[config.mk]
export PLATFORM = sky130hd
export DESIGN_NAME = mandelbrot_escape_time
export DESIGN_NICKNAME = d
export VERILOG_FILES = /design/src/rtl/core/met_pkg.sv /design/src/rtl/core/mandelbrot_escape_time.sv
export VERILOG_INCLUDE_DIRS = /design/src /design/src/rtl/core
export SDC_FILE = /design/constraint.sdc
export NUM_CORES = 2
export LEC_CHECK = 0
export ABC_CLOCK_PERIOD_IN_PS = 10900
export BUFFER_PORTS_ARGS = -buffer_cell sky130_fd_sc_hd__buf_4
export CORE_ASPECT_RATIO = 2
export CORE_MARGIN = 4
export CORE_UTILIZATION = 55
export CTS_CLUSTER_DIAMETER = 30
export DETAILED_ROUTE_END_ITERATION = 10
export PLACE_DENSITY = 0.83
export RECOVER_POWER = 50
export SYNTH_ARGS = -nofsm -noshare
export SYNTH_HDL_FRONTEND = slang
export SYNTH_SLANG_ARGS = --single-unit
[constraint.sdc]
create_clock -name clock -period 10.9 [get_ports clock]
set_clock_uncertainty 0.15 [all_clocks]
set_input_delay 2.18 -clock clock [delete_from_list [all_inputs] [get_ports clock]]
set_output_delay 2.18 -clock clock [all_outputs]
set_load 0.01 [all_outputs]
[src/rtl/core/mandelbrot_escape_time_macros.svh]
// Assertion macros for the Mandelbrot escape-time engine.
// Taken in by the top level; no other dependencies.
`ifndef MANDELBROT_ESCAPE_TIME_MACROS_SVH
`define MANDELBROT_ESCAPE_TIME_MACROS_SVH

// Same-cycle implication, disabled during reset.
`define MET_ASSERT_NOW(label, clk, rst, ante, cons, msg) \
   label: assert property (@(posedge clk) disable iff (rst) (ante) |-> (cons)) \
      else $error(msg);

// Next-cycle implication, disabled during reset.
`define MET_ASSERT_NEXT(label, clk, rst, ante, cons, msg) \
   label: assert property (@(posedge clk) disable iff (rst) (ante) |=> (cons)) \
      else $error(msg);

`endif

[src/rtl/core/met_pkg.sv]
// Shared constants for the Mandelbrot escape-time engine: field widths,
// register indexes and register reset values. No dependencies.
package met_pkg;

   localparam int REG_FRAC      = 28;   // fraction bits of the Q4.28 registers
   localparam int DEF_FRAC_BITS = 28;
   localparam int MUL_W         = 32;   // operand width of the shared multiplier

   localparam int COL_W       = 14;
   localparam int CNT_W       = 16;
   localparam int ADDR_W      = 28;
   localparam int STEP_W      = 31;
   localparam int ORG_W       = 32;
   localparam int DIM_W       = 15;
   localparam int CSR_DATA_W  = 32;
   localparam int CSR_INDEX_W = 3;
   localparam int RAW_W       = 45;     // pixel index times step size

   localparam logic [CSR_INDEX_W-1:0] CSR_STEP_SIZE       = 3'd0;
   localparam logic [CSR_INDEX_W-1:0] CSR_ORIGIN_REAL     = 3'd1;
   localparam logic [CSR_INDEX_W-1:0] CSR_ORIGIN_IMAG     = 3'd2;
   localparam logic [CSR_INDEX_W-1:0] CSR_ITERATION_LIMIT = 3'd3;
   localparam logic [CSR_INDEX_W-1:0] CSR_IMAGE_COLS      = 3'd4;
   localparam logic [CSR_INDEX_W-1:0] CSR_IMAGE_ROWS      = 3'd5;

   localparam logic [STEP_W-1:0] RST_STEP_SIZE       = 31'd1048576;
   localparam logic [ORG_W-1:0]  RST_ORIGIN_REAL     = 32'hE000_0000;  // -2.0
   localparam logic [ORG_W-1:0]  RST_ORIGIN_IMAG     = 32'hF000_0000;  // -1.0
   localparam logic [CNT_W-1:0]  RST_ITERATION_LIMIT = 16'd256;
   localparam logic [DIM_W-1:0]  RST_IMAGE_COLS      = 15'd1024;
   localparam logic [DIM_W-1:0]  RST_IMAGE_ROWS      = 15'd1024;

endpackage

[src/rtl/core/mandelbrot_escape_time.sv]
// Mandelbrot escape-time engine: a pixel request in, its iteration count and
// linear address out. A request outside the configured image is taken and
// gives no response. For a pixel inside, the work grows with its iteration
// count n and with K = ceil((FRAC_BITS+4)/32) (K = 1 at the default format).
// Every product - pixel coordinates times step, the address, and the two
// squares and the cross product of each iteration - goes through one 32x32
// multiplier, one partial product per cycle; that multiplier sets the rate.
// A new request is taken only when the engine is idle; a finished response
// may still be waiting in the output register. Depends on met_pkg and
// mandelbrot_escape_time_macros.svh.
`include "mandelbrot_escape_time_macros.svh"

module mandelbrot_escape_time
   import met_pkg::*;
#(
   parameter int FRAC_BITS = DEF_FRAC_BITS
) (
   input  logic                   clock,
   input  logic                   reset,
   input  logic                   req_valid,
   output logic                   req_stall,
   input  logic [COL_W-1:0]       req_pixel_col,
   input  logic [COL_W-1:0]       req_pixel_row,
   output logic                   rsp_valid,
   input  logic                   rsp_stall,
   output logic [CNT_W-1:0]       rsp_iteration_count,
   output logic [ADDR_W-1:0]      rsp_pixel_address,
   input  logic                   csr_write,
   input  logic [CSR_INDEX_W-1:0] csr_index,
   input  logic [CSR_DATA_W-1:0]  csr_wdata
);

   localparam int W       = FRAC_BITS + 4;              // width of z and c
   localparam int K       = (W + MUL_W - 1) / MUL_W;    // chunks per operand
   localparam int KW      = K * MUL_W;
   localparam int AW      = 2 * KW;                     // product accumulators
   localparam int IAW     = (K > 1) ? $clog2(K) : 1;
   localparam int SHW     = IAW + 1;
   localparam int LSH     = (FRAC_BITS >= REG_FRAC) ? FRAC_BITS - REG_FRAC : 0;
   localparam int RSH     = (FRAC_BITS < REG_FRAC) ? REG_FRAC - FRAC_BITS : 0;
   localparam int ESC_BIT = 2 * FRAC_BITS + 2;          // |z|^2 >= 4

   localparam logic [IAW-1:0]        CHUNK_LAST = IAW'(K - 1);
   localparam logic [AW:0]           ESC_THR    = {{AW{1'b0}}, 1'b1} << ESC_BIT;
   localparam logic signed [AW+1:0]  ZMAX       = {{(AW + 3 - W){1'b0}}, {(W - 1){1'b1}}};
   localparam logic signed [AW+1:0]  ZMIN       = ~ZMAX;
   localparam logic signed [RAW_W+1:0] C32_MAX  = 47'sd2147483647;
   localparam logic signed [RAW_W+1:0] C32_MIN  = -47'sd2147483648;

   localparam logic [3:0] ST_IDLE   = 4'd0;
   localparam logic [3:0] ST_SETUP  = 4'd1;
   localparam logic [3:0] ST_SDRAIN = 4'd2;
   localparam logic [3:0] ST_CBUILD = 4'd3;
   localparam logic [3:0] ST_UPDATE = 4'd4;
   localparam logic [3:0] ST_MUL    = 4'd5;
   localparam logic [3:0] ST_MDRAIN = 4'd6;
   localparam logic [3:0] ST_CHECK  = 4'd7;
   localparam logic [3:0] ST_FINISH = 4'd8;

   localparam logic [2:0] TGT_RR   = 3'd0;
   localparam logic [2:0] TGT_II   = 3'd1;
   localparam logic [2:0] TGT_P    = 3'd2;
   localparam logic [2:0] TGT_CR   = 3'd3;
   localparam logic [2:0] TGT_CI   = 3'd4;
   localparam logic [2:0] TGT_ADDR = 3'd5;

   // configuration
   logic [STEP_W-1:0]       step_ff;
   logic signed [ORG_W-1:0] org_re_ff;
   logic signed [ORG_W-1:0] org_im_ff;
   logic [CNT_W-1:0]        limit_ff;
   logic [DIM_W-1:0]        cols_ff;
   logic [DIM_W-1:0]        rows_ff;

   // sequencer
   logic [3:0]     state_ff, state_in;
   logic [2:0]     tgt_ff, tgt_in;
   logic [IAW-1:0] ia_ff, ia_in, ib_ff, ib_in;
   logic [CNT_W-1:0] count_ff, count_in;

   // request and datapath
   logic [COL_W-1:0]        col_ff, row_ff;
   logic [63:0]             prod_ff;
   logic                    pvld_ff;
   logic [2:0]              ptgt_ff;
   logic [SHW-1:0]          psh_ff;
   logic [AW-1:0]           rr_ff, ii_ff, pm_ff;
   logic signed [AW:0]      d_ff, ps_ff;
   logic signed [W-1:0]     zr_ff, zi_ff, cr_ff, ci_ff;
   logic [RAW_W-1:0]        craw_ff, ciraw_ff;
   logic [ADDR_W-1:0]       addr_ff;

   // response register
   logic                rsp_valid_ff;
   logic [CNT_W-1:0]    rsp_count_ff;
   logic [ADDR_W-1:0]   rsp_addr_ff;

   logic                accept, in_image, issue, rsp_load, escape, at_limit;
   logic [CNT_W-1:0]    lim_eff;
   logic [W-1:0]        mag_r, mag_i;
   logic [KW-1:0]       opa_w, opb_w;
   logic [MUL_W-1:0]    op_a, op_b;
   logic [AW-1:0]       pp_shift;
   logic [AW:0]         sq_sum;
   logic signed [AW:0]  d_in, ps_in, re_w, im_w;
   logic signed [AW+1:0] sum_r, sum_i;
   logic signed [W-1:0] zr_in, zi_in, cr_in, ci_in;

   // c = idx*step + origin, saturated to Q4.28, then moved to FRAC_BITS
   function automatic logic signed [W-1:0] make_c(input logic [RAW_W-1:0] raw,
                                                  input logic signed [ORG_W-1:0] org);
      logic signed [RAW_W+1:0] v;
      logic signed [ORG_W-1:0] s32;
      v = $signed({2'b00, raw}) + (RAW_W + 2)'(org);
      if (v > C32_MAX) begin
         s32 = C32_MAX[ORG_W-1:0];
      end else if (v < C32_MIN) begin
         s32 = C32_MIN[ORG_W-1:0];
      end else begin
         s32 = v[ORG_W-1:0];
      end
      if (FRAC_BITS >= REG_FRAC) begin
         make_c = W'(s32) <<< LSH;
      end else begin
         make_c = W'(s32 >>> RSH);
      end
   endfunction

   function automatic logic signed [W-1:0] sat_z(input logic signed [AW+1:0] v);
      if (v > ZMAX) begin
         sat_z = ZMAX[W-1:0];
      end else if (v < ZMIN) begin
         sat_z = ZMIN[W-1:0];
      end else begin
         sat_z = v[W-1:0];
      end
   endfunction

   assign req_stall           = (state_ff != ST_IDLE);
   assign accept              = req_valid && !req_stall;
   assign in_image            = ({1'b0, req_pixel_col} < cols_ff) &&
                                ({1'b0, req_pixel_row} < rows_ff);
   assign issue               = (state_ff == ST_SETUP) || (state_ff == ST_MUL);
   assign rsp_load            = (state_ff == ST_FINISH) && (!rsp_valid_ff || !rsp_stall);
   assign lim_eff             = (limit_ff == '0) ? CNT_W'(1) : limit_ff;
   assign rsp_valid           = rsp_valid_ff;
   assign rsp_iteration_count = rsp_count_ff;
   assign rsp_pixel_address   = rsp_addr_ff;

   // ---------------------------------------------------------------- multiplier
   assign mag_r = zr_ff[W-1] ? W'(-zr_ff) : W'(zr_ff);
   assign mag_i = zi_ff[W-1] ? W'(-zi_ff) : W'(zi_ff);

   always_comb begin
      unique case (tgt_ff)
         TGT_RR: begin
            opa_w = KW'(mag_r);
            opb_w = KW'(mag_r);
         end
         TGT_II: begin
            opa_w = KW'(mag_i);
            opb_w = KW'(mag_i);
         end
         TGT_P: begin
            opa_w = KW'(mag_r);
            opb_w = KW'(mag_i);
         end
         TGT_CR: begin
            opa_w = KW'(col_ff);
            opb_w = KW'(step_ff);
         end
         TGT_CI: begin
            opa_w = KW'(row_ff);
            opb_w = KW'(step_ff);
         end
         TGT_ADDR: begin
            opa_w = KW'(row_ff);
            opb_w = KW'(cols_ff);
         end
         default: begin
            opa_w = '0;
            opb_w = '0;
         end
      endcase
   end

   assign op_a     = MUL_W'(opa_w >> {ia_ff, 5'd0});
   assign op_b     = MUL_W'(opb_w >> {ib_ff, 5'd0});
   assign pp_shift = AW'(prod_ff) << {psh_ff, 5'd0};

   // ---------------------------------------------------------------- iteration math
   assign sq_sum = {1'b0, rr_ff} + {1'b0, ii_ff};
   assign escape = (sq_sum >= ESC_THR);
   assign at_limit = (count_ff >= lim_eff);
   assign d_in   = $signed({1'b0, rr_ff}) - $signed({1'b0, ii_ff});
   assign ps_in  = (zr_ff[W-1] ^ zi_ff[W-1]) ? -$signed({1'b0, pm_ff})
                                              : $signed({1'b0, pm_ff});
   // arithmetic shifts floor toward minus infinity
   assign re_w   = d_ff >>> FRAC_BITS;
   assign im_w   = ps_ff >>> (FRAC_BITS - 1);
   assign sum_r  = (AW + 2)'(re_w) + (AW + 2)'(cr_ff);
   assign sum_i  = (AW + 2)'(im_w) + (AW + 2)'(ci_ff);
   assign zr_in  = sat_z(sum_r);
   assign zi_in  = sat_z(sum_i);
   assign cr_in  = make_c(craw_ff, org_re_ff);
   assign ci_in  = make_c(ciraw_ff, org_im_ff);

   // ---------------------------------------------------------------- sequencer
   always_comb begin
      state_in = state_ff;
      tgt_in   = tgt_ff;
      ia_in    = ia_ff;
      ib_in    = ib_ff;
      count_in = count_ff;
      unique case (state_ff)
         ST_IDLE: begin
            if (accept && in_image) begin
               state_in = ST_SETUP;
               tgt_in   = TGT_CR;
               ia_in    = '0;
               ib_in    = '0;
               count_in = '0;
            end
         end
         ST_SETUP: begin
            if (tgt_ff == TGT_ADDR) begin
               state_in = ST_SDRAIN;
            end else begin
               tgt_in = tgt_ff + 3'd1;
            end
         end
         ST_SDRAIN: state_in = ST_CBUILD;
         ST_CBUILD: state_in = ST_UPDATE;
         ST_UPDATE: begin
            state_in = ST_MUL;
            tgt_in   = TGT_RR;
            ia_in    = '0;
            ib_in    = '0;
            count_in = count_ff + CNT_W'(1);
         end
         ST_MUL: begin
            // walk the chunk pairs of one product, then the next product
            if (ib_ff != CHUNK_LAST) begin
               ib_in = ib_ff + IAW'(1);
            end else begin
               ib_in = '0;
               if (ia_ff != CHUNK_LAST) begin
                  ia_in = ia_ff + IAW'(1);
               end else begin
                  ia_in = '0;
                  if (tgt_ff == TGT_P) begin
                     state_in = ST_MDRAIN;
                  end else begin
                     tgt_in = tgt_ff + 3'd1;
                  end
               end
            end
         end
         ST_MDRAIN: state_in = ST_CHECK;
         ST_CHECK: begin
            state_in = (escape || at_limit) ? ST_FINISH : ST_UPDATE;
         end
         ST_FINISH: begin
            if (rsp_load) begin
               state_in = ST_IDLE;
            end
         end
         default: state_in = ST_IDLE;
      endcase
   end

   always_ff @(posedge clock) begin
      if (reset) begin
         state_ff     <= ST_IDLE;
         tgt_ff       <= TGT_RR;
         ia_ff        <= '0;
         ib_ff        <= '0;
         count_ff     <= '0;
         pvld_ff      <= 1'b0;
         rsp_valid_ff <= 1'b0;
         step_ff      <= RST_STEP_SIZE;
         org_re_ff    <= RST_ORIGIN_REAL;
         org_im_ff    <= RST_ORIGIN_IMAG;
         limit_ff     <= RST_ITERATION_LIMIT;
         cols_ff      <= RST_IMAGE_COLS;
         rows_ff      <= RST_IMAGE_ROWS;
      end else begin
         state_ff <= state_in;
         tgt_ff   <= tgt_in;
         ia_ff    <= ia_in;
         ib_ff    <= ib_in;
         count_ff <= count_in;
         pvld_ff  <= issue;
         priority if (rsp_load) begin
            rsp_valid_ff <= 1'b1;
         end else if (!rsp_stall) begin
            rsp_valid_ff <= 1'b0;
         end
         if (csr_write) begin
            unique case (csr_index)
               CSR_STEP_SIZE:       step_ff   <= csr_wdata[STEP_W-1:0];
               CSR_ORIGIN_REAL:     org_re_ff <= csr_wdata[ORG_W-1:0];
               CSR_ORIGIN_IMAG:     org_im_ff <= csr_wdata[ORG_W-1:0];
               CSR_ITERATION_LIMIT: limit_ff  <= csr_wdata[CNT_W-1:0];
               CSR_IMAGE_COLS:      cols_ff   <= csr_wdata[DIM_W-1:0];
               CSR_IMAGE_ROWS:      rows_ff   <= csr_wdata[DIM_W-1:0];
               default: ;
            endcase
         end
      end
   end

   // ---------------------------------------------------------------- datapath
   always_ff @(posedge clock) begin
      prod_ff <= 64'(op_a) * 64'(op_b);
      ptgt_ff <= tgt_ff;
      psh_ff  <= SHW'(ia_ff) + SHW'(ib_ff);

      if (accept) begin
         col_ff <= req_pixel_col;
         row_ff <= req_pixel_row;
         d_ff   <= '0;
         ps_ff  <= '0;
      end

      priority if (state_ff == ST_UPDATE) begin
         rr_ff <= '0;
         ii_ff <= '0;
         pm_ff <= '0;
      end else if (pvld_ff) begin
         unique case (ptgt_ff)
            TGT_RR:   rr_ff    <= rr_ff + pp_shift;
            TGT_II:   ii_ff    <= ii_ff + pp_shift;
            TGT_P:    pm_ff    <= pm_ff + pp_shift;
            TGT_CR:   craw_ff  <= prod_ff[RAW_W-1:0];
            TGT_CI:   ciraw_ff <= prod_ff[RAW_W-1:0];
            TGT_ADDR: addr_ff  <= prod_ff[ADDR_W-1:0];
            default: ;
         endcase
      end

      if (state_ff == ST_CBUILD) begin
         cr_ff   <= cr_in;
         ci_ff   <= ci_in;
         addr_ff <= addr_ff + ADDR_W'(col_ff);
      end

      if (state_ff == ST_UPDATE) begin
         zr_ff <= zr_in;
         zi_ff <= zi_in;
      end

      if (state_ff == ST_CHECK) begin
         d_ff  <= d_in;
         ps_ff <= ps_in;
      end

      if (rsp_load) begin
         rsp_count_ff <= count_ff;
         rsp_addr_ff  <= addr_ff;
      end
   end

   // ---------------------------------------------------------------- checks
   `MET_ASSERT_NEXT(a_start_setup, clock, reset, accept && in_image,
      state_ff == ST_SETUP, "in-image request did not start setup")
   `MET_ASSERT_NOW(a_count_range, clock, reset, state_ff == ST_CHECK,
      (count_ff != '0) && (count_ff <= lim_eff), "iteration count out of range")
   `MET_ASSERT_NOW(a_prod_phase, clock, reset, pvld_ff,
      (state_ff == ST_SETUP) || (state_ff == ST_SDRAIN) || (state_ff == ST_MUL) ||
      (state_ff == ST_MDRAIN), "partial product landed outside a multiply phase")
   `MET_ASSERT_NEXT(a_finish_load, clock, reset, rsp_load,
      rsp_valid_ff && (state_ff == ST_IDLE), "response not presented after finish")

endmodule
==> impl_metrics.yaml <==
outcome:
  status: "finished with violations"
  violations: "capacitance limit, slew limit"
die:
  die_h_um: 574
  ios: 114
  fp-row-count: 207
  initial_utilization_pct: 55.4
  dieArea_um2: 167000
  fp.coreArea_um2: 159000
  die_x_um: 291
placed_design:
  place_congestion: 1.06
  preCtsSetupSlack_ns: -0.260
  postPlaceCellArea_um2: 93300
  placement.io_buffers: 113
  hpwl_um: 274000
sta:
  rsz0062_at_grt: "yes"
  relSlewSlack_pct: -178
  period_share_pct: 97.7
  setup_viol_count_final: 0
  period_minus_slack_ns: 10.65
  fin_ws_ns: 0.251
  final-hold-violation-count: 0
  tightest_slew_ns: 4.16
  maxSlewViolCount: 489
  max_freq_mhz: 93.9
critical_path:
  cpLargestDelayFamily: "adder cells"
  cp_max_fo: 12
  crit_top_cell: "fa_1"
  start_kind: "register"
  cp_slowest_cell: "o21a_1"
  rr_endpoint: "prod_ff[62]"
  rrSetupSlack_ns: 0.25
  cp-end-kind: "register"
  endpoint: "prod_ff[62]"
  rr_startpoint: "zi_ff[1]"
  crit_start: "zi_ff[1]"
  cp.arrival_ns: 11.08
  max_stage_delay_ns: 0.94
  worstPathRequired_ns: 11.33
  crit_type: "reg2reg"
  reg2reg_depth: 37
  critPathBufInv: 9
  crit_cells: 37
logic_synthesis:
  avgSynthCellArea_um2: 8.57
  ys_ff_latch: 818
  synth_area_leaders: "fa_1, edfxtp_1, ha_1"
  synth_cells: 10273
  syn-cell-area_um2: 88100
  yosysWarnings: 0
  synth_edf_count: 393
  synth.net_count: 12057
  ys_async_sr_fraction_pct: 0
  yosysUniqueCellTypes: 107
  synth_ff_type: "dfxtp_1"
  synth_top_area_share_pct: 20.6
  yosys.area.top_type: "fa_1"
  yosysSeqAreaShare_pct: 23.1
clock_tree:
  cts_hold_buf: 0
  clkLatencyLatePin_ns: 0.75
  clock_sinks: 818
  cts_buffer_depth: 3
  cts_buffers: 106
  cts-htree-levels: 3
  root_buffer: "clkbuf_16"
  tritoncts: "yes"
  cts.clk_slew.worst_paths_ns: 0.07
global_routing:
  grt_remaining_overflow: 0
  grt_pass1_wl_um: 492000
  grt_pass1_vias: 82858
  grtUsageTotal_pct: 39.2
  grt_start_max_net_pins: 97
  antenna_found_initial: 21
final_layout:
  final_area_um2: 97500
  drive_above_1_share_pct: 8.40
  fin_nets: 12221
  final_common_cell: "nand2_1"
  nFillCells: 13678
  final_cell_mix: "nand2_1, inv_1, nor2_1"
  syn_to_final_growth_pct: 10.7
  register_area_um2: 20300
  multiInputGateArea_um2: 62000
detailed_routing:
  finalWirelength_um: 335000
  drc: 0
  wl_per_cell_um: 26.5
  ant_nets: 0
  via_per_inst: 6.20
  drt-pass1-iter-count: 6
  drt-initial-drc-count: 5710
  vias: 78271
flow_run:
  drv_cap: 12
min_path:
  hp-class: "reg2reg"
[final cells by class]
cell class | count | share of cell area [%]
multi-input combinational | 7735 | 63.6
sequential | 818 | 20.8
inverter | 1259 | 4.85
timing repair buffer | 517 | 4.15
clock buffer | 118 | 2.86
tap | 2090 | 2.68
clock inverter | 84 | 0.988
antenna | 12 | 0.0308
[per-stage QoR]
stage                     hold WS (ns)  utilization [%]  TNS, ns  instances
final                            0.275             61.3        0      12633
after global routing             0.281             61.3   -0.166      12623
after CTS                        0.268             61.1        0      12603
after detailed placement         0.255             58.6   -0.461      12395
after global placement           0.252             58.6   -0.302      12394
after floorplan                  0.232                -        0      10273
[cells by family (layout without fill, tap and decap cells)]
| family | Yosys count | count (layout) | share of synthesized area (%) |
|---|---|---|---|
| multiplexers | 20 | 20 | 0.236 |
| AND/OR/NAND/NOR | 3178 | 3178 | 15.7 |
| buffers and inverters | 1720 | 1978 | 7.39 |
| adder cells (fa/ha/maj) | 1716 | 1716 | 32.1 |
| other | 0 | 12 | 0 |
| AO/OA/AOI/OAI | 2303 | 2303 | 16.4 |
| XOR/XNOR | 518 | 518 | 5.16 |
| flip-flops | 818 | 818 | 23.1 |
[cells in the mapped netlist, drive strengths merged (15+ instances only)]
cell type,instances
nand2,1442
inv,1258
nor2,963
fa,905
a21oi,860
ha,811
o21ai,481
dfxtp,425
clkbuf,424
edfxtp,393
a21o,280
xnor2,266
xor2,252
nand3,139
o21bai,99
nor3,90
nand4,87
a211oi,76
nor2b,70
o21a,68
nand2b,66
or3,60
o31ai,57
and3,56
and2,53
a31oi,52
nor4,46
buf,37
o211ai,26
o22ai,25
o221ai,24
o41ai,23
a221oi,22
or2,22
or4,21
nand3b,20
o22a,20
a211o,19
a21boi,19
a2111oi,15
[routing by layer]
layer  part of all wire (%)  global-route usage (%)  vias to the layer above  wire length [um]
met1                     29                    35.2                    38057             97700
li1                       -                       -                    34687                 -
met5                  0.052                       0                        -               174
met4                     13                    40.6                       26             44800
met2                     50                    71.1                     3763            169000
met3                    6.9                    6.91                     1738             23200
[state kept, by name (all words and copies together), names as in the netlist, 28 cells and up]
signal / flops
pm_ff: 64
cr_ff: 32
ii_ff: 64
prod_ff: 64
org_im_ff: 32
ciraw_ff: 45
d_ff: 37
craw_ff: 45
rr_ff: 64
zi_ff: 32
ps_ff: 38
org_re_ff: 32
rsp_pixel_address: 28
step_ff: 31
zr_ff: 32
addr_ff: 28
ci_ff: 32
[how the worst min path moves through the flow]
stage,startpoint,endpoint,slack [ns],depth (start not counted)
floorplan,tgt_ff[1],ptgt_ff[1],0.23,0
global placement,tgt_ff[1],ptgt_ff[1],0.25,0
detailed placement,tgt_ff[1],ptgt_ff[1],0.25,0
CTS,tgt_ff[1],ptgt_ff[1],0.27,0
global route,tgt_ff[1],ptgt_ff[1],0.28,0
finish,tgt_ff[1],ptgt_ff[1],0.27,0
[what timing repair did]
action | CTS | global route
buffers inserted | 6 | 19
pin swaps | 7 | 34
resized for setup | 10 | 102
setup endpoints to repair | 10 | 16
Power is left out: the tool's default activity adds up to more than one toggle a clock period on the data nets, which glitch-free logic cannot reach.
